$ cat src/rtl/mapt_pkg.sv
// Package for the MAC address pin table: widths, operation codes, sequencer
// states and the scan status struct. No dependencies.
`default_nettype none

package mapt_pkg;

  localparam int ADDR_W        = 48;
  localparam int OP_W          = 2;
  localparam int ENTRY_CNT_W   = 5;
  localparam int PIN_SLOTS_DEF = 16;
  localparam int APB_DATA_W    = 32;
  localparam int APB_ADDR_W    = 3;

  // Register index of enforce_pins (word index, paddr[2]).
  localparam logic REG_ENFORCE_IDX = 1'b0;

  typedef enum logic [OP_W-1:0] {
    OP_CHECK = 2'd0,
    OP_ADD   = 2'd1,
    OP_CLEAR = 2'd2
  } mapt_op_t;

  typedef enum logic [1:0] {
    ST_IDLE,
    ST_SCAN,
    ST_RESP
  } mapt_state_t;

  // Compare result coming back from the address store in the cycle after a read.
  typedef struct packed {
    logic vld;
    logic hit;
  } mapt_scan_t;

endpackage

`default_nettype wire

$ cat src/rtl/mac_address_pin_table_top.sv
// Top level of the MAC address pin table: request sequencer, count register,
// enforce_pins register on an APB-style port. Uses mapt_pkg and mapt_store.
//
//   channel  | handshake              | payload
//   ---------+------------------------+------------------------------------
//   in       | in_valid / in_ready    | in_op, in_peer_addr
//   out      | out_valid / out_ready  | out_ok, out_found, out_entry_count
//   config   | psel, penable, pwrite  | paddr, pwdata, prdata (pready = 1)
//
// A request is handled in steps: one memory read per stored entry, the last read
// data passing the read register to the compare, the scan end being seen, then
// the response state forming the result and writing back. The single memory read
// port reads the entries one at a time; the next request is taken only once the
// sequencer has returned to its idle state from the response state.
// Reset (rst_n low, synchronous) empties the table and clears enforce_pins;
// the address memory itself is not cleared, entries at or above the count are
// never read. A new request is taken while a result still waits on out; the
// sequencer holds in its response state until the output register frees up.
`default_nettype none

module mac_address_pin_table_top
  import mapt_pkg::*;
#(
  parameter int PIN_SLOTS = PIN_SLOTS_DEF
) (
  input  wire logic                   clk,
  input  wire logic                   rst_n,
  // request channel
  input  wire logic                   in_valid,
  output logic                        in_ready,
  input  wire logic [OP_W-1:0]        in_op,
  input  wire logic [ADDR_W-1:0]      in_peer_addr,
  // result channel
  output logic                        out_valid,
  input  wire logic                   out_ready,
  output logic                        out_ok,
  output logic                        out_found,
  output logic [ENTRY_CNT_W-1:0]      out_entry_count,
  // configuration port
  input  wire logic                   psel,
  input  wire logic                   penable,
  input  wire logic                   pwrite,
  input  wire logic [APB_ADDR_W-1:0]  paddr,
  input  wire logic [APB_DATA_W-1:0]  pwdata,
  output logic [APB_DATA_W-1:0]       prdata,
  output logic                        pready
);

  // Index width for the memory, count width able to hold PIN_SLOTS itself.
  localparam int AW = (PIN_SLOTS > 1) ? $clog2(PIN_SLOTS) : 1;
  localparam int CW = $clog2(PIN_SLOTS + 1);

  // ---------------------------------------------------------------------
  // Configuration register
  // ---------------------------------------------------------------------
  logic enforce_r;
  logic cfg_wr;

  assign pready = 1'b1;
  assign cfg_wr = psel && penable && pwrite && pready && (paddr[2] == REG_ENFORCE_IDX);

  always_ff @(posedge clk) begin
    if (!rst_n) begin
      enforce_r <= 1'b0;
    end else if (cfg_wr) begin
      enforce_r <= pwdata[0];
    end
  end

  // Byte offset bits paddr[1:0] select nothing: one word per register.
  always_comb begin
    prdata = '0;
    if (paddr[2] == REG_ENFORCE_IDX) begin
      prdata[0] = enforce_r;
    end
  end

  // ---------------------------------------------------------------------
  // Sequencer
  // ---------------------------------------------------------------------
  mapt_state_t state_r, state_nxt;

  logic [OP_W-1:0]   op_r;
  logic [ADDR_W-1:0] addr_r;
  logic [CW-1:0]     sc_r;        // next entry to read
  logic [CW-1:0]     cnt_r;       // number of pinned entries
  logic [CW-1:0]     cnt_nxt;
  logic              found_r;
  logic              out_valid_r;
  logic              ok_r;
  logic              found_q_r;
  logic [ENTRY_CNT_W-1:0] ecnt_r;

  logic       in_acc;
  logic       rd_en;
  logic       scan_done;
  logic       out_free;
  logic       resp_fire;
  logic       wr_en;
  logic       ok_nxt;
  logic       room;
  mapt_scan_t scan;
  logic [CW+ENTRY_CNT_W-1:0] cnt_ext;

  assign in_acc    = in_valid && in_ready;
  assign out_free  = !out_valid_r || out_ready;
  // Done once every entry below the count was read and the last compare landed.
  assign scan_done = (sc_r == cnt_r) && !scan.vld;
  assign room      = (cnt_r < CW'(PIN_SLOTS));

  // next state
  always_comb begin
    state_nxt = state_r;
    case (state_r)
      ST_IDLE: begin
        if (in_valid) state_nxt = ST_SCAN;
      end
      ST_SCAN: begin
        if (scan_done) state_nxt = ST_RESP;
      end
      ST_RESP: begin
        if (out_free) state_nxt = ST_IDLE;
      end
      default: state_nxt = ST_IDLE;
    endcase
  end

  // outputs of the sequencer
  always_comb begin
    in_ready  = 1'b0;
    rd_en     = 1'b0;
    resp_fire = 1'b0;
    case (state_r)
      ST_IDLE: in_ready  = 1'b1;
      ST_SCAN: rd_en     = (sc_r < cnt_r);
      ST_RESP: resp_fire = out_free;
      default: ;
    endcase
  end

  // Result of the operation; undefined op changes nothing and answers ok 0.
  always_comb begin
    ok_nxt  = 1'b0;
    cnt_nxt = cnt_r;
    wr_en   = 1'b0;
    case (op_r)
      OP_CHECK: ok_nxt = !enforce_r || found_r;
      OP_ADD: begin
        if (found_r) begin
          ok_nxt = 1'b1;
        end else if (room) begin
          ok_nxt  = 1'b1;
          cnt_nxt = cnt_r + CW'(1);
          wr_en   = resp_fire;
        end
      end
      OP_CLEAR: begin
        ok_nxt  = 1'b1;
        cnt_nxt = '0;
      end
      default: ;
    endcase
  end

  // entry_count carries the low bits of the count
  assign cnt_ext = {{ENTRY_CNT_W{1'b0}}, cnt_nxt};

  always_ff @(posedge clk) begin
    if (!rst_n) begin
      state_r     <= ST_IDLE;
      cnt_r       <= '0;
      out_valid_r <= 1'b0;
      sc_r        <= '0;
      found_r     <= 1'b0;
    end else begin
      state_r <= state_nxt;
      if (in_acc) begin
        sc_r    <= '0;
        found_r <= 1'b0;
      end else begin
        if (rd_en) sc_r <= sc_r + CW'(1);
        // accumulate hits as read data comes back
        if (scan.hit) found_r <= 1'b1;
      end
      if (resp_fire) begin
        cnt_r       <= cnt_nxt;
        out_valid_r <= 1'b1;
      end else if (out_ready) begin
        out_valid_r <= 1'b0;
      end
    end
  end

  // payload registers: capture the request, hold the result
  always_ff @(posedge clk) begin
    if (in_acc) begin
      op_r   <= in_op;
      addr_r <= in_peer_addr;
    end
    if (resp_fire) begin
      ok_r      <= ok_nxt;
      found_q_r <= found_r;
      ecnt_r    <= cnt_ext[ENTRY_CNT_W-1:0];
    end
  end

  assign out_valid       = out_valid_r;
  assign out_ok          = ok_r;
  assign out_found       = found_q_r;
  assign out_entry_count = ecnt_r;

  // ---------------------------------------------------------------------
  // Address store: append at the current count, scan from entry zero
  // ---------------------------------------------------------------------
  mapt_store #(
    .SLOTS (PIN_SLOTS),
    .AW    (AW)
  ) u_store (
    .clk     (clk),
    .rst_n   (rst_n),
    .wr_en   (wr_en),
    .wr_idx  (cnt_r[AW-1:0]),
    .wr_data (addr_r),
    .rd_en   (rd_en),
    .rd_idx  (sc_r[AW-1:0]),
    .key     (addr_r),
    .scan    (scan)
  );

  // ---------------------------------------------------------------------
  // Assertions
  // ---------------------------------------------------------------------
  a_cnt_bound: assert property (@(posedge clk) disable iff (!rst_n)
    cnt_r <= CW'(PIN_SLOTS))
    else $error("pin count exceeds table size");

  a_no_rw_overlap: assert property (@(posedge clk) disable iff (!rst_n)
    wr_en |-> !rd_en && !scan.vld)
    else $error("write back overlaps a scan");

  a_scan_from_read: assert property (@(posedge clk) disable iff (!rst_n)
    scan.vld |-> $past(rd_en))
    else $error("compare result without a read");

  a_resp_shows: assert property (@(posedge clk) disable iff (!rst_n)
    resp_fire |=> out_valid && state_r == ST_IDLE)
    else $error("result not presented after response");

endmodule

`default_nettype wire

$ cat src/rtl/mapt_store.sv
// Address store of the pin table: one-write, one-read synchronous memory with
// registered read data and a compare against the request key. Uses mapt_pkg.
`default_nettype none

module mapt_store
  import mapt_pkg::*;
#(
  parameter int SLOTS = PIN_SLOTS_DEF,
  parameter int AW    = 4
) (
  input  wire logic              clk,
  input  wire logic              rst_n,
  input  wire logic              wr_en,
  input  wire logic [AW-1:0]     wr_idx,
  input  wire logic [ADDR_W-1:0] wr_data,
  input  wire logic              rd_en,
  input  wire logic [AW-1:0]     rd_idx,
  input  wire logic [ADDR_W-1:0] key,
  output mapt_scan_t             scan
);

  logic [ADDR_W-1:0] mem [SLOTS];
  logic [ADDR_W-1:0] rd_q_r;
  logic              rd_vld_r;

  always_ff @(posedge clk) begin
    if (wr_en) begin
      mem[wr_idx] <= wr_data;
    end
    if (rd_en) begin
      rd_q_r <= mem[rd_idx];
    end
  end

  always_ff @(posedge clk) begin
    if (!rst_n) begin
      rd_vld_r <= 1'b0;
    end else begin
      rd_vld_r <= rd_en;
    end
  end

  assign scan.vld = rd_vld_r;
  assign scan.hit = rd_vld_r && (rd_q_r == key);

endmodule

`default_nettype wire
$ cat config.mk
export PLATFORM = sky130hd
export DESIGN_NAME = mac_address_pin_table_top
export DESIGN_NICKNAME = d
export VERILOG_FILES = /design/src/rtl/mapt_pkg.sv /design/src/rtl/mac_address_pin_table_top.sv /design/src/rtl/mapt_store.sv
export SDC_FILE = /design/constraint.sdc
export NUM_CORES = 1
export LEC_CHECK = 0
export BUFFER_PORTS_ARGS = -buffer_cell sky130_fd_sc_hd__buf_4
export CAP_MARGIN = 20
export CORE_ASPECT_RATIO = 1.75
export CORE_MARGIN = 1
export CORE_UTILIZATION = 35
export DETAILED_ROUTE_END_ITERATION = 8
export SLEW_MARGIN = 40
export SYNTH_ARGS = -nofsm -noshare
export SYNTH_HDL_FRONTEND = slang
export SYNTH_SLANG_ARGS = --single-unit
export TNS_END_PERCENT = 50
$ cat constraint.sdc
create_clock -name clk -period 15.58 [get_ports clk]
set_input_delay 1.558 -clock clk [delete_from_list [all_inputs] [get_ports clk]]
set_output_delay 1.558 -clock clk [all_outputs]
set_load 0.01 [all_outputs]
==> results of run 1 <==
[worst max-delay path, stage by stage]
cell	delay (ns)
sky130_fd_sc_hd__buf_4	0.08
sky130_fd_sc_hd__nand2b_1	0.14
sky130_fd_sc_hd__nor2b_2	0.59
sky130_fd_sc_hd__and4_1	0.37
sky130_fd_sc_hd__nand2_1	0.25
sky130_fd_sc_hd__nor3_2	0.67
sky130_fd_sc_hd__buf_6	0.61
[logic make-up after synthesis]
| family | after synthesis | synth area share, % |
|---|---|---|
| AO/OA/AOI/OAI | 22 | 0.411 |
| XOR/XNOR | 51 | 1.30 |
| adder cells (fa/ha/maj) | 14 | 0.509 |
| buffers and inverters | 105 | 2.20 |
| flip-flops | 889 | 77.1 |
| multiplexers | 247 | 17.2 |
| other | 2 | 0.0218 |
| AND/OR/NAND/NOR | 82 | 1.26 |
[routing by layer]
layer | up-vias | wire length [um] | GRT usage [%]
li1 | 6254 | - | -
met3 | 90 | 2920 | 2.37
met4 | 2 | 1540 | 4.68
met1 | 7971 | 29300 | 18.3
met2 | 340 | 41300 | 28.2
met5 | - | 17 | 0
[cells in the final DEF (no fill, tap or decap), types with 14 or more instances in the layout]
cell,synthesis,layout
sky130_fd_sc_hd__buf_4,32,85
sky130_fd_sc_hd__clkbuf_1,28,16
sky130_fd_sc_hd__clkbuf_16,0,82
sky130_fd_sc_hd__clkinv_1,0,15
sky130_fd_sc_hd__clkinv_2,0,16
sky130_fd_sc_hd__conb_1,2,32
sky130_fd_sc_hd__edfxtp_1,873,873
sky130_fd_sc_hd__ha_1,14,14
sky130_fd_sc_hd__mux4_1,118,118
sky130_fd_sc_hd__mux4_2,122,122
sky130_fd_sc_hd__xnor2_1,33,33
sky130_fd_sc_hd__xor2_1,18,18
[path summary, 6_finish.rpt]
check	slack (ns)	endpoint	from
min	0.52	state_r[0]	state_r[1]
max	11.48	u_store.mem[0][24]	out_ready
min reg2reg	0.52	state_r[0]	state_r[1]
max reg2reg	11.52	u_store.rd_q_r[24]	sc_r[0]
[power groups by stage]
stage / clock, mW / sequential (mW) / combinational, mW
after floorplan: 0 / 2.73 / 0.0385
after global placement: 0 / 2.75 / 0.0665
after detailed placement: 0 / 2.75 / 0.0666
after CTS: 1.92 / 2.70 / 0.0670
after global routing: 2.00 / 2.70 / 0.0701
final: 1.87 / 2.70 / 0.0646
[through the flow]
| stage | util [%] | setup WS, ns |
|---|---|---|
| finish | 40.2 | 11.48 |
| global route | 40.2 | 11.30 |
| CTS | 40.1 | 11.42 |
| detailed placement | 37.7 | 10.73 |
| global placement | 37.4 | 10.23 |
| floorplan | - | 9.11 |
[state kept, by name (all words and copies together) (netlist names), 2 cells and up]
signal,cells
sc_r,5
op_r,2
cnt_r,5
u_store.rd_q_r,48
out_entry_count,5
u_store.mem,768
state_r,2
addr_r,48
[cell type report]
| type | instances | area (um^2) |
|---|---|---|
| antenna | 1 | 2.50 |
| clock buffer | 99 | 2130 |
| clock inverter | 42 | 282 |
| fill | 8443 | 58100 |
| inverter | 13 | 48.8 |
| multi-input combinational | 448 | 7370 |
| sequential | 889 | 26600 |
| tap | 1300 | 1630 |
| timing repair buffer | 105 | 990 |
==> impl_metrics.prom, run 1 <==
# TYPE chip_impl_metric gauge
chip_impl_info{name="outcome",value="complete, no violations"} 1
chip_impl_info{name="cell_types_with_the_highest_counts_after_synthesis",value="sky130_fd_sc_hd__edfxtp_1 (873), sky130_fd_sc_hd__mux4_2 (122), sky130_fd_sc_hd__mux4_1 (118)"} 1
chip_impl_metric{name="clock_power_share",unit="%"} 40.4
chip_impl_metric{name="hold-path-cell-count",unit=""} 1
chip_impl_metric{name="initialDrtViolationCount",unit=""} 1310
chip_impl_info{name="synth_top_area_cell",value="sky130_fd_sc_hd__edfxtp_1"} 1
chip_impl_info{name="yosys.cell_count.top_type",value="sky130_fd_sc_hd__edfxtp_1"} 1
chip_impl_metric{name="pin_count",unit=""} 134
chip_impl_metric{name="detailedPlacementHpwl",unit="um"} 40400
chip_impl_metric{name="cp_data_required_time",unit="ns"} 15.85
chip_impl_metric{name="wl",unit="um"} 75100
chip_impl_metric{name="total_leakage_power",unit="nW"} 11.9
chip_impl_metric{name="synthesis.instances",unit=""} 1412
chip_impl_metric{name="insertion_delay",unit="ns"} 0.66
chip_impl_metric{name="cts-root-to-sink-buffers",unit=""} 3
chip_impl_info{name="synth_top_cells_by_area",value="sky130_fd_sc_hd__edfxtp_1 (76%), sky130_fd_sc_hd__mux4_1 (9.0%), sky130_fd_sc_hd__mux4_2 (8.0%)"} 1
chip_impl_metric{name="slew-limit-headroom",unit="%"} 37.2
chip_impl_metric{name="ys_seq_elements",unit=""} 889
chip_impl_metric{name="post_cts_buffers",unit=""} 0
chip_impl_metric{name="grt_pass1_wl",unit="um"} 109000
chip_impl_metric{name="timing.final.max_slew_violations",unit=""} 0
chip_impl_metric{name="ir_drop",unit="mV"} 0.0871
chip_impl_metric{name="timing.final.setup_violations",unit=""} 0
chip_impl_metric{name="initial_core_util",unit="%"} 35.4
chip_impl_metric{name="clk_pin_slew_worst_paths",unit="ns"} 0.06
chip_impl_metric{name="cellPowerDensity",unit="nW/um^2"} 119
chip_impl_info{name="cts_root_buffer",value="sky130_fd_sc_hd__clkbuf_16"} 1
chip_impl_metric{name="fp-row-count",unit=""} 151
chip_impl_info{name="worst-setup-path-type",value="primary input to flop"} 1
chip_impl_metric{name="period_share",unit="%"} 26.3
chip_impl_metric{name="tritoncts_buffers",unit=""} 78
chip_impl_metric{name="reg2regPathDepth",unit=""} 5
chip_impl_metric{name="layout_area_growth_over_synthesis",unit="%"} 13.3
chip_impl_info{name="grt_setup_unrepaired",value="no"} 1
chip_impl_metric{name="synthesized_area",unit="um^2"} 34400
chip_impl_metric{name="ctsHtreeMaxLevel",unit=""} 3
chip_impl_metric{name="combPwrFrac",unit="%"} 1.4
chip_impl_metric{name="global_route.overflow_total",unit=""} 0
chip_impl_metric{name="die_span_in_x",unit="um"} 239
chip_impl_metric{name="numPortBuffers",unit=""} 68
chip_impl_info{name="min_path_type",value="flop to flop"} 1
chip_impl_metric{name="power.sequential.fraction",unit="%"} 58.2
chip_impl_info{name="start_kind",value="primary input"} 1
chip_impl_metric{name="final.setup_skew",unit="ns"} 0.0233
chip_impl_metric{name="netSwitchingPower",unit="uW"} 949
chip_impl_metric{name="grt_max_degree",unit=""} 94
chip_impl_metric{name="final-instance-count-excl-fill",unit=""} 2897
chip_impl_metric{name="ys.warnings.count",unit=""} 0
chip_impl_metric{name="postCtsResizedCells",unit=""} 0
chip_impl_metric{name="detailed_place.area",unit="um^2"} 36600
chip_impl_metric{name="routed-via-count",unit=""} 14657
chip_impl_metric{name="syn-mean-instance-area",unit="um^2"} 24.4
chip_impl_metric{name="number_of_synthesized_flops_with_an_enable_pin",unit=""} 873
chip_impl_metric{name="critical_path.max_fanout",unit=""} 42
chip_impl_metric{name="drc",unit=""} 0
chip_impl_metric{name="fin_tns_setup",unit="ns"} 0
chip_impl_metric{name="switching_share",unit="%"} 20.5
chip_impl_metric{name="grt_util_all_layers",unit="%"} 15.4
chip_impl_metric{name="tritoncts_num_sinks",unit=""} 889
chip_impl_metric{name="post_synth_arst_share",unit="%"} 0
chip_impl_metric{name="placed_cells_incl_taps",unit=""} 2755
chip_impl_metric{name="wl_per_cell",unit="um"} 25.9
chip_impl_metric{name="fp.dieH",unit="um"} 417
chip_impl_metric{name="grt_antenna_before_repair",unit=""} 2
chip_impl_metric{name="number_of_global_route_vias_before_repair",unit=""} 15522
chip_impl_metric{name="share_of_final_layout_standard_cells_stronger_than_drive_strength_1",unit="%"} 22.6
chip_impl_metric{name="worstMarginPinSlew",unit="ns"} 0.933
chip_impl_metric{name="cts.hold.buffers_added",unit=""} 0
chip_impl_metric{name="yosys_cell_types",unit=""} 41
chip_impl_metric{name="power.internal",unit="mW"} 3.69
chip_impl_metric{name="drv_cap",unit=""} 0
chip_impl_metric{name="globalplace.congestion",unit=""} 0.725
chip_impl_metric{name="finalInstanceArea",unit="um^2"} 39000
chip_impl_metric{name="first_pass_iters",unit=""} 4
chip_impl_metric{name="worstPathArrival",unit="ns"} 4.37
chip_impl_metric{name="total_nets_final",unit=""} 1641
chip_impl_info{name="synth_flop_cell",value="sky130_fd_sc_hd__edfxtp_1"} 1
chip_impl_metric{name="total_die_area",unit="um^2"} 99600
chip_impl_info{name="worstSetupEndpointType",value="flop"} 1
chip_impl_info{name="cts_tree",value="yes"} 1
chip_impl_metric{name="finalWorstPathRequiredPeriod",unit="ns"} 4.10
chip_impl_metric{name="final.hold.worst_slack",unit="ns"} 0.515
chip_impl_metric{name="placeableCoreArea",unit="um^2"} 97100
chip_impl_metric{name="max_freq",unit="MHz"} 244
chip_impl_metric{name="finalPower",unit="mW"} 4.63
chip_impl_metric{name="hold_viol",unit=""} 0
chip_impl_metric{name="drt.antenna.violating_nets",unit=""} 0
chip_impl_metric{name="post-synth-top-area-fraction",unit="%"} 76.2
chip_impl_metric{name="vias_per_cell",unit=""} 5.06
chip_impl_metric{name="synth_seq_area_share",unit="%"} 77.1
Power figures use the tool's default switching activity.
==> run 2, diff against run 1 <==
==> constraint.sdc (replaced) <==
create_clock -name clk -period 3.55 [get_ports clk]
set_input_delay 0.355 -clock clk [delete_from_list [all_inputs] [get_ports clk]]
set_output_delay 0.355 -clock clk [all_outputs]
set_load 0.01 [all_outputs]
==> run 2 against run 1 <==
Core utilization increased by 1.1 points; sequential power increased to 4.4 times the previous value; wire length increased by 0.96%; clock-buffer cell count decreased by 5; final cell count grew 2.8%; sequential share of layout area shrank 1.8 points; worst hold slack got worse by 0.46 ns; final area rose by 2.8%; combinational power rose to 5.1 times the previous value; clock power rose to 4.7 times the previous value.
==> impl_metrics.prom, run 2 (synthesized netlist as in run 1, its figures left out) <==
# TYPE chip_impl_metric gauge
chip_impl_info{name="outcome",value="complete, no violations"} 1
chip_impl_metric{name="global_route.overflow_total",unit=""} 0
chip_impl_metric{name="vias_per_cell",unit=""} 5.02
chip_impl_metric{name="initial_core_util",unit="%"} 35.4
chip_impl_metric{name="fp.dieH",unit="um"} 417
chip_impl_metric{name="total_die_area",unit="um^2"} 99600
chip_impl_metric{name="reg2regPathDepth",unit=""} 6
chip_impl_info{name="layout.cells.most_common_list",value="sky130_fd_sc_hd__edfxtp_1 (873), sky130_fd_sc_hd__mux4_2 (122), sky130_fd_sc_hd__mux4_1 (118), sky130_fd_sc_hd__buf_4 (101), sky130_fd_sc_hd__clkbuf_16 (80)"} 1
chip_impl_info{name="min_path_type",value="primary input to flop"} 1
chip_impl_metric{name="max_freq",unit="MHz"} 339
chip_impl_metric{name="cp_data_required_time",unit="ns"} 3.89
chip_impl_metric{name="cts-root-to-sink-buffers",unit=""} 3
chip_impl_metric{name="number_of_global_route_vias_before_repair",unit=""} 15851
chip_impl_info{name="mostFrequentLayoutCell",value="sky130_fd_sc_hd__edfxtp_1"} 1
chip_impl_metric{name="globalplace.congestion",unit=""} 0.729
chip_impl_metric{name="layout_area_growth_over_synthesis",unit="%"} 16.5
chip_impl_metric{name="total_nets_final",unit=""} 1721
chip_impl_metric{name="clk_pin_slew_worst_paths",unit="ns"} 0.07
chip_impl_metric{name="grt_util_all_layers",unit="%"} 15.6
chip_impl_metric{name="finalPower",unit="mW"} 20.9
chip_impl_metric{name="timing.critical_path.buf_inv",unit=""} 2
chip_impl_metric{name="final.setup_skew",unit="ns"} 0.0243
chip_impl_metric{name="total_leakage_power",unit="nW"} 12.3
chip_impl_metric{name="finish.utilization",unit="%"} 41.3
chip_impl_metric{name="tritoncts_num_sinks",unit=""} 889
chip_impl_metric{name="critical_path.max_fanout",unit=""} 19
chip_impl_metric{name="insertion_delay",unit="ns"} 0.66
chip_impl_metric{name="postCtsResizedCells",unit=""} 0
chip_impl_info{name="cts_root_buffer",value="sky130_fd_sc_hd__clkbuf_16"} 1
chip_impl_metric{name="timing.final.max_slew_violations",unit=""} 0
chip_impl_metric{name="grt_pass1_wl",unit="um"} 110000
chip_impl_info{name="critical_path.most_common_cell",value="sky130_fd_sc_hd__a21o_1"} 1
chip_impl_metric{name="wl_per_cell",unit="um"} 25.4
chip_impl_metric{name="detailedPlacementHpwl",unit="um"} 42000
chip_impl_metric{name="tritoncts_buffers",unit=""} 79
chip_impl_metric{name="ir_drop",unit="mV"} 0.317
chip_impl_metric{name="drt.antenna.violating_nets",unit=""} 0
chip_impl_metric{name="share_of_final_layout_standard_cells_stronger_than_drive_strength_1",unit="%"} 23.2
chip_impl_metric{name="post_cts_buffers",unit=""} 0
chip_impl_metric{name="slew-limit-headroom",unit="%"} 47.8
chip_impl_metric{name="drc",unit=""} 0
chip_impl_metric{name="crit_path_max_incr_delay",unit="ns"} 0.70
chip_impl_metric{name="die_span_in_x",unit="um"} 239
chip_impl_info{name="top_register",value="u_store.mem"} 1
chip_impl_metric{name="worstPathArrival",unit="ns"} 3.29
chip_impl_info{name="cts_tree",value="yes"} 1
chip_impl_metric{name="grt_antenna_before_repair",unit=""} 1
chip_impl_metric{name="pin_count",unit=""} 134
chip_impl_metric{name="hold-path-cell-count",unit=""} 3
chip_impl_metric{name="wl",unit="um"} 75800
chip_impl_metric{name="initialDrtViolationCount",unit=""} 1430
chip_impl_metric{name="placeableCoreArea",unit="um^2"} 97100
chip_impl_metric{name="period_share",unit="%"} 83.2
chip_impl_metric{name="hold_viol",unit=""} 0
chip_impl_metric{name="finalInstanceArea",unit="um^2"} 40100
chip_impl_metric{name="numPortBuffers",unit=""} 68
chip_impl_metric{name="finalWorstPathRequiredPeriod",unit="ns"} 2.95
chip_impl_info{name="grt_setup_unrepaired",value="no"} 1
chip_impl_info{name="top_regs",value="u_store.mem (768), addr_r (48), u_store.rd_q_r (48)"} 1
chip_impl_metric{name="worstMarginPinSlew",unit="ns"} 0.781
chip_impl_info{name="start_kind",value="flop"} 1
chip_impl_info{name="crit_slowest_cell",value="sky130_fd_sc_hd__dfxtp_1"} 1
chip_impl_info{name="path_cells",value="inv_1 -> ha_1 -> a21o_1 -> a21o_1 -> a21oi_4 -> buf_12"} 1
chip_impl_metric{name="routed-via-count",unit=""} 14956
chip_impl_metric{name="ctsHtreeMaxLevel",unit=""} 3
chip_impl_metric{name="grt_max_degree",unit=""} 88
chip_impl_info{name="worstSetupEndpointType",value="flop"} 1
chip_impl_metric{name="drv_cap",unit=""} 0
chip_impl_metric{name="detailed_place.area",unit="um^2"} 36900
chip_impl_metric{name="final.fill_count",unit=""} 8459
chip_impl_metric{name="largest_register_ff_count",unit=""} 768
chip_impl_metric{name="fp-row-count",unit=""} 151
chip_impl_metric{name="first_pass_iters",unit=""} 5
chip_impl_info{name="worst-setup-path-type",value="flop to flop"} 1
chip_impl_metric{name="timing.final.setup_violations",unit=""} 0
chip_impl_metric{name="fin_tns_setup",unit="ns"} 0
chip_impl_metric{name="crit_cells",unit=""} 6
chip_impl_metric{name="cellPowerDensity",unit="nW/um^2"} 521
chip_impl_info{name="crit_family",value="compound AO/OA/AOI/OAI gates"} 1
## run 2: changes by cell type in the layout (fill, tap and decap cells not counted), moves of 6 or more
cell                            previous run  this run
sky130_fd_sc_hd__dlygate4sd3_1             0        54
sky130_fd_sc_hd__buf_12                    2        27
sky130_fd_sc_hd__buf_4                    85       101
sky130_fd_sc_hd__clkinv_2                 16         6
sky130_fd_sc_hd__clkinvlp_4                3        11
sky130_fd_sc_hd__buf_6                     9         2
sky130_fd_sc_hd__bufinv_16                 2         9
sky130_fd_sc_hd__buf_16                    6         0
## run 2: through the flow
stage / worst slack [ns] / hold WS, ns / instances
after floorplan: -0.434 / 0.454 / 1442
after global placement: 0.655 / 0.500 / 2780
after detailed placement: 0.641 / 0.502 / 2780
after CTS: 0.615 / 0.0192 / 2978
after global routing: 0.488 / 0.0868 / 2979
final: 0.597 / 0.0591 / 2979
## run 2: final timing paths
kind	start	to	slack [ns]
worst max-delay path	cnt_r[2]	u_store.rd_q_r[9]	0.60
worst min-delay path	out_ready	out_valid	0.06
worst max register to register	cnt_r[2]	u_store.rd_q_r[9]	0.60
worst min register to register	state_r[1]	state_r[0]	0.51
## run 2: worst reg2reg max path, cell delays in order (launching register included)
cell	delay, ns
sky130_fd_sc_hd__dfxtp_1	0.70
sky130_fd_sc_hd__inv_1	0.21
sky130_fd_sc_hd__ha_1	0.34
sky130_fd_sc_hd__a21o_1	0.18
sky130_fd_sc_hd__a21o_1	0.24
sky130_fd_sc_hd__a21oi_4	0.65
sky130_fd_sc_hd__buf_12	0.30
## run 2: routing by layer
| layer | up-vias | routed length, um | global-route usage, % |
|---|---|---|---|
| met3 | 102 | 2790 | 2.07 |
| met5 | - | 0 | 0 |
| met1 | 8051 | 29200 | 18.3 |
| li1 | 6415 | - | - |
| met2 | 388 | 41300 | 28.3 |
| met4 | 0 | 2510 | 6.37 |
## run 2: power breakdown
group	switching [mW]	total, mW	internal [mW]
combinational	0.171	0.332	0.161
clock	3.86	8.70	4.84
sequential	0.194	11.8	11.6
total	4.23	20.9	16.7
## run 2: timing repair
| item | CTS | global route |
|---|---|---|
| hold buffers | 54 | 0 |
| setup endpoints to repair | 0 | 0 |
| hold endpoints to repair | 57 | 0 |
## run 2: area by class of cell
class,count,area (um^2),share of cell area [%]
inverter,13,48.8,0.122
clock inverter,50,552,1.38
multi-input combinational,448,7380,18.4
antenna,1,2.50,0.00624
tap,1300,1630,4.06
clock buffer,94,2050,5.13
timing repair buffer,184,1860,4.65
sequential,889,26600,66.2
==> run 3, diff against run 2 <==
==> constraint.sdc (replaced) <==
create_clock -name clk -period 3 [get_ports clk]
set_input_delay 0.3 -clock clk [delete_from_list [all_inputs] [get_ports clk]]
set_output_delay 0.3 -clock clk [all_outputs]
set_load 0.01 [all_outputs]
==> run 3 against run 2 <==
Final area shrank 0.23%; combinational power increased by 42%; critical endpoint is now found_r; highest routed layer unchanged; critical path depth is 1 higher; global-route usage down 0.16 points.
==> impl_metrics.prom, run 3 (synthesized netlist as in run 1, its figures left out) <==
# TYPE chip_impl_metric gauge
chip_impl_metric{name="crit_cells",unit=""} 7
chip_impl_info{name="grt_setup_unrepaired",value="no"} 1
chip_impl_metric{name="crit_path_max_incr_delay",unit="ns"} 0.71
chip_impl_info{name="top_register",value="u_store.mem"} 1
chip_impl_info{name="min_path_type",value="primary input to flop"} 1
chip_impl_metric{name="timing.final.max_slew_violations",unit=""} 0
chip_impl_metric{name="final.setup_skew",unit="ns"} 0.0208
chip_impl_metric{name="slew-limit-headroom",unit="%"} 49.5
chip_impl_metric{name="max_freq",unit="MHz"} 359
chip_impl_metric{name="detailed_place.area",unit="um^2"} 37100
chip_impl_info{name="critical_path.startpoint",value="addr_r[41]"} 1
chip_impl_metric{name="reg2regPathDepth",unit=""} 7
chip_impl_metric{name="insertion_delay",unit="ns"} 0.64
chip_impl_metric{name="drv_cap",unit=""} 0
chip_impl_metric{name="placed_cells_incl_taps",unit=""} 2792
chip_impl_metric{name="number_of_global_route_vias_before_repair",unit=""} 15891
chip_impl_metric{name="die_span_in_x",unit="um"} 239
chip_impl_metric{name="setup.reg_to_reg.worst_slack",unit="ns"} 0.22
chip_impl_metric{name="detailedPlacementHpwl",unit="um"} 42800
chip_impl_metric{name="numPortBuffers",unit=""} 68
chip_impl_info{name="layout.cells.most_common_list",value="sky130_fd_sc_hd__edfxtp_1 (873), sky130_fd_sc_hd__mux4_2 (122), sky130_fd_sc_hd__mux4_1 (118), sky130_fd_sc_hd__buf_4 (109), sky130_fd_sc_hd__clkbuf_16 (79)"} 1
chip_impl_metric{name="wl_per_cell",unit="um"} 25.3
chip_impl_metric{name="setup_ws",unit="ns"} 0.217
chip_impl_info{name="rr_startpoint",value="addr_r[41]"} 1
chip_impl_info{name="top_regs",value="u_store.mem (768), addr_r (48), u_store.rd_q_r (48)"} 1
chip_impl_metric{name="finish.utilization",unit="%"} 41.2
chip_impl_metric{name="wl",unit="um"} 75300
chip_impl_metric{name="timing.critical_path.buf_inv",unit=""} 2
chip_impl_metric{name="antenna-diode-count",unit=""} 0
chip_impl_metric{name="final.hold.worst_slack",unit="ns"} 0.374
chip_impl_info{name="worstSetupEndpointType",value="flop"} 1
chip_impl_info{name="outcome",value="complete, no violations"} 1
chip_impl_metric{name="layout_area_growth_over_synthesis",unit="%"} 16.2
chip_impl_metric{name="first_pass_iters",unit=""} 5
chip_impl_metric{name="grt_max_degree",unit=""} 64
chip_impl_metric{name="global_route.overflow_total",unit=""} 0
chip_impl_metric{name="final.fill_count",unit=""} 8450
chip_impl_info{name="cts_root_buffer",value="sky130_fd_sc_hd__clkbuf_16"} 1
chip_impl_metric{name="routed-via-count",unit=""} 14971
chip_impl_metric{name="hold_viol",unit=""} 0
chip_impl_metric{name="placeableCoreArea",unit="um^2"} 97100
chip_impl_metric{name="total_nets_final",unit=""} 1733
chip_impl_metric{name="grt_util_all_layers",unit="%"} 15.4
chip_impl_metric{name="ir_drop",unit="mV"} 0.471
chip_impl_metric{name="grt_pass1_wl",unit="um"} 109000
chip_impl_metric{name="postCtsResizedCells",unit=""} 0
chip_impl_metric{name="finalPower",unit="mW"} 24.0
chip_impl_metric{name="fp.dieH",unit="um"} 417
chip_impl_metric{name="largest_register_ff_count",unit=""} 768
chip_impl_metric{name="timing.final.setup_violations",unit=""} 0
chip_impl_metric{name="clk_pin_slew_worst_paths",unit="ns"} 0.07
chip_impl_metric{name="globalplace.congestion",unit=""} 0.740
chip_impl_info{name="worst-setup-path-type",value="flop to flop"} 1
chip_impl_info{name="r2r_end",value="found_r"} 1
chip_impl_metric{name="vias_per_cell",unit=""} 5.04
chip_impl_metric{name="initial_core_util",unit="%"} 35.4
chip_impl_metric{name="grt_antenna_before_repair",unit=""} 0
chip_impl_metric{name="cts-root-to-sink-buffers",unit=""} 3
chip_impl_metric{name="tritoncts_num_sinks",unit=""} 889
chip_impl_metric{name="final-seq-area",unit="um^2"} 26500
chip_impl_metric{name="drc",unit=""} 0
chip_impl_metric{name="share_of_final_layout_standard_cells_stronger_than_drive_strength_1",unit="%"} 23.1
chip_impl_metric{name="total_die_area",unit="um^2"} 99600
chip_impl_metric{name="final-instance-count-excl-fill",unit=""} 2972
chip_impl_info{name="mostFrequentLayoutCell",value="sky130_fd_sc_hd__edfxtp_1"} 1
chip_impl_metric{name="cp_data_required_time",unit="ns"} 3.58
chip_impl_metric{name="dp_worst_setup_slack",unit="ns"} 0.112
chip_impl_metric{name="initialDrtViolationCount",unit=""} 1094
chip_impl_metric{name="pin_count",unit=""} 134
chip_impl_info{name="cts_tree",value="yes"} 1
chip_impl_info{name="path_cells",value="xor2_1 -> nor4_1 -> buf_4 -> nand4_1 -> nor4_1 -> buf_4 -> a31o_2"} 1
chip_impl_info{name="crit_family",value="simple AND/OR/NAND/NOR gates"} 1
chip_impl_metric{name="finalWorstPathRequiredPeriod",unit="ns"} 2.78
chip_impl_metric{name="critical_path.max_fanout",unit=""} 17
chip_impl_metric{name="multi_input_area",unit="um^2"} 7380
chip_impl_metric{name="ctsHtreeMaxLevel",unit=""} 3
chip_impl_metric{name="worstPathArrival",unit="ns"} 3.36
chip_impl_metric{name="fp-row-count",unit=""} 151
chip_impl_metric{name="fin_tns_setup",unit="ns"} 0
chip_impl_info{name="start_kind",value="flop"} 1
chip_impl_metric{name="drt.antenna.violating_nets",unit=""} 0
chip_impl_info{name="crit_slowest_cell",value="sky130_fd_sc_hd__edfxtp_1"} 1
chip_impl_metric{name="tritoncts_buffers",unit=""} 77
chip_impl_metric{name="worstMarginPinSlew",unit="ns"} 0.754
chip_impl_metric{name="period_share",unit="%"} 92.8
chip_impl_metric{name="finalInstanceArea",unit="um^2"} 40000
chip_impl_metric{name="cellPowerDensity",unit="nW/um^2"} 601
chip_impl_info{name="worstSetupEndpoint",value="found_r"} 1
chip_impl_metric{name="total_leakage_power",unit="nW"} 12.3
run 3: cell count changes in the layout (fill, tap and decap cells not counted), sizes merged:
cell	change
bufinv	-4
diode	-1
clkinvlp	-8
dlygate4sd3	+2
buf	+12
inv	-2
clkbuf	-2
clkinv	-4
run 3: report_power, final:
part           switching, mW  internal [mW]
sequential             0.185           13.8
clock                   4.37           5.24
combinational          0.265          0.206
run 3: worst min-delay path by stage:
| stage | endpoint | slack [ns] | depth (start not counted) | start |
|---|---|---|---|---|
| after global routing | addr_r[7] | 0.35 | 2 | in_peer_addr[7] |
| after global placement | addr_r[17] | 0.48 | 1 | in_peer_addr[17] |
| after floorplan | addr_r[0] | 0.40 | 0 | in_peer_addr[0] |
| after CTS | addr_r[32] | 0.32 | 2 | in_peer_addr[32] |
| after detailed placement | addr_r[7] | 0.48 | 1 | in_peer_addr[7] |
| final | addr_r[32] | 0.37 | 2 | in_peer_addr[32] |
run 3: area by class of cell:
class	instances	share of cell area (%)
clock buffer	92	5.07
clock inverter	32	0.792
inverter	13	0.122
multi-input combinational	448	18.5
sequential	889	66.4
tap	1300	4.07
timing repair buffer	198	5.10
run 3: worst reg2reg max path: stages, from the launching register on:
cell                       delay [ns]
sky130_fd_sc_hd__edfxtp_1        0.71
sky130_fd_sc_hd__xor2_1          0.27
sky130_fd_sc_hd__nor4_1          0.64
sky130_fd_sc_hd__buf_4           0.23
sky130_fd_sc_hd__nand4_1         0.19
sky130_fd_sc_hd__nor4_1          0.36
sky130_fd_sc_hd__buf_4           0.19
sky130_fd_sc_hd__a31o_2          0.14
run 3: what timing repair did:
action / 4_1_cts / 5_1_grt
buffers inserted: 0 / 0
endpoints found under the hold margin: 60 / 0
hold buffers: 56 / 0
run 3: metal layers:
metal | global-route usage, % | wire length [um] | vias to the layer above | part of all wire, %
li1 | - | - | 6418 | -
met1 | 19.0 | 29700 | 8064 | 39
met2 | 27.8 | 40800 | 390 | 54
met3 | 2.17 | 3180 | 99 | 4.2
met4 | 4.55 | 1610 | 0 | 2.1
met5 | 0 | 0 | - | 0
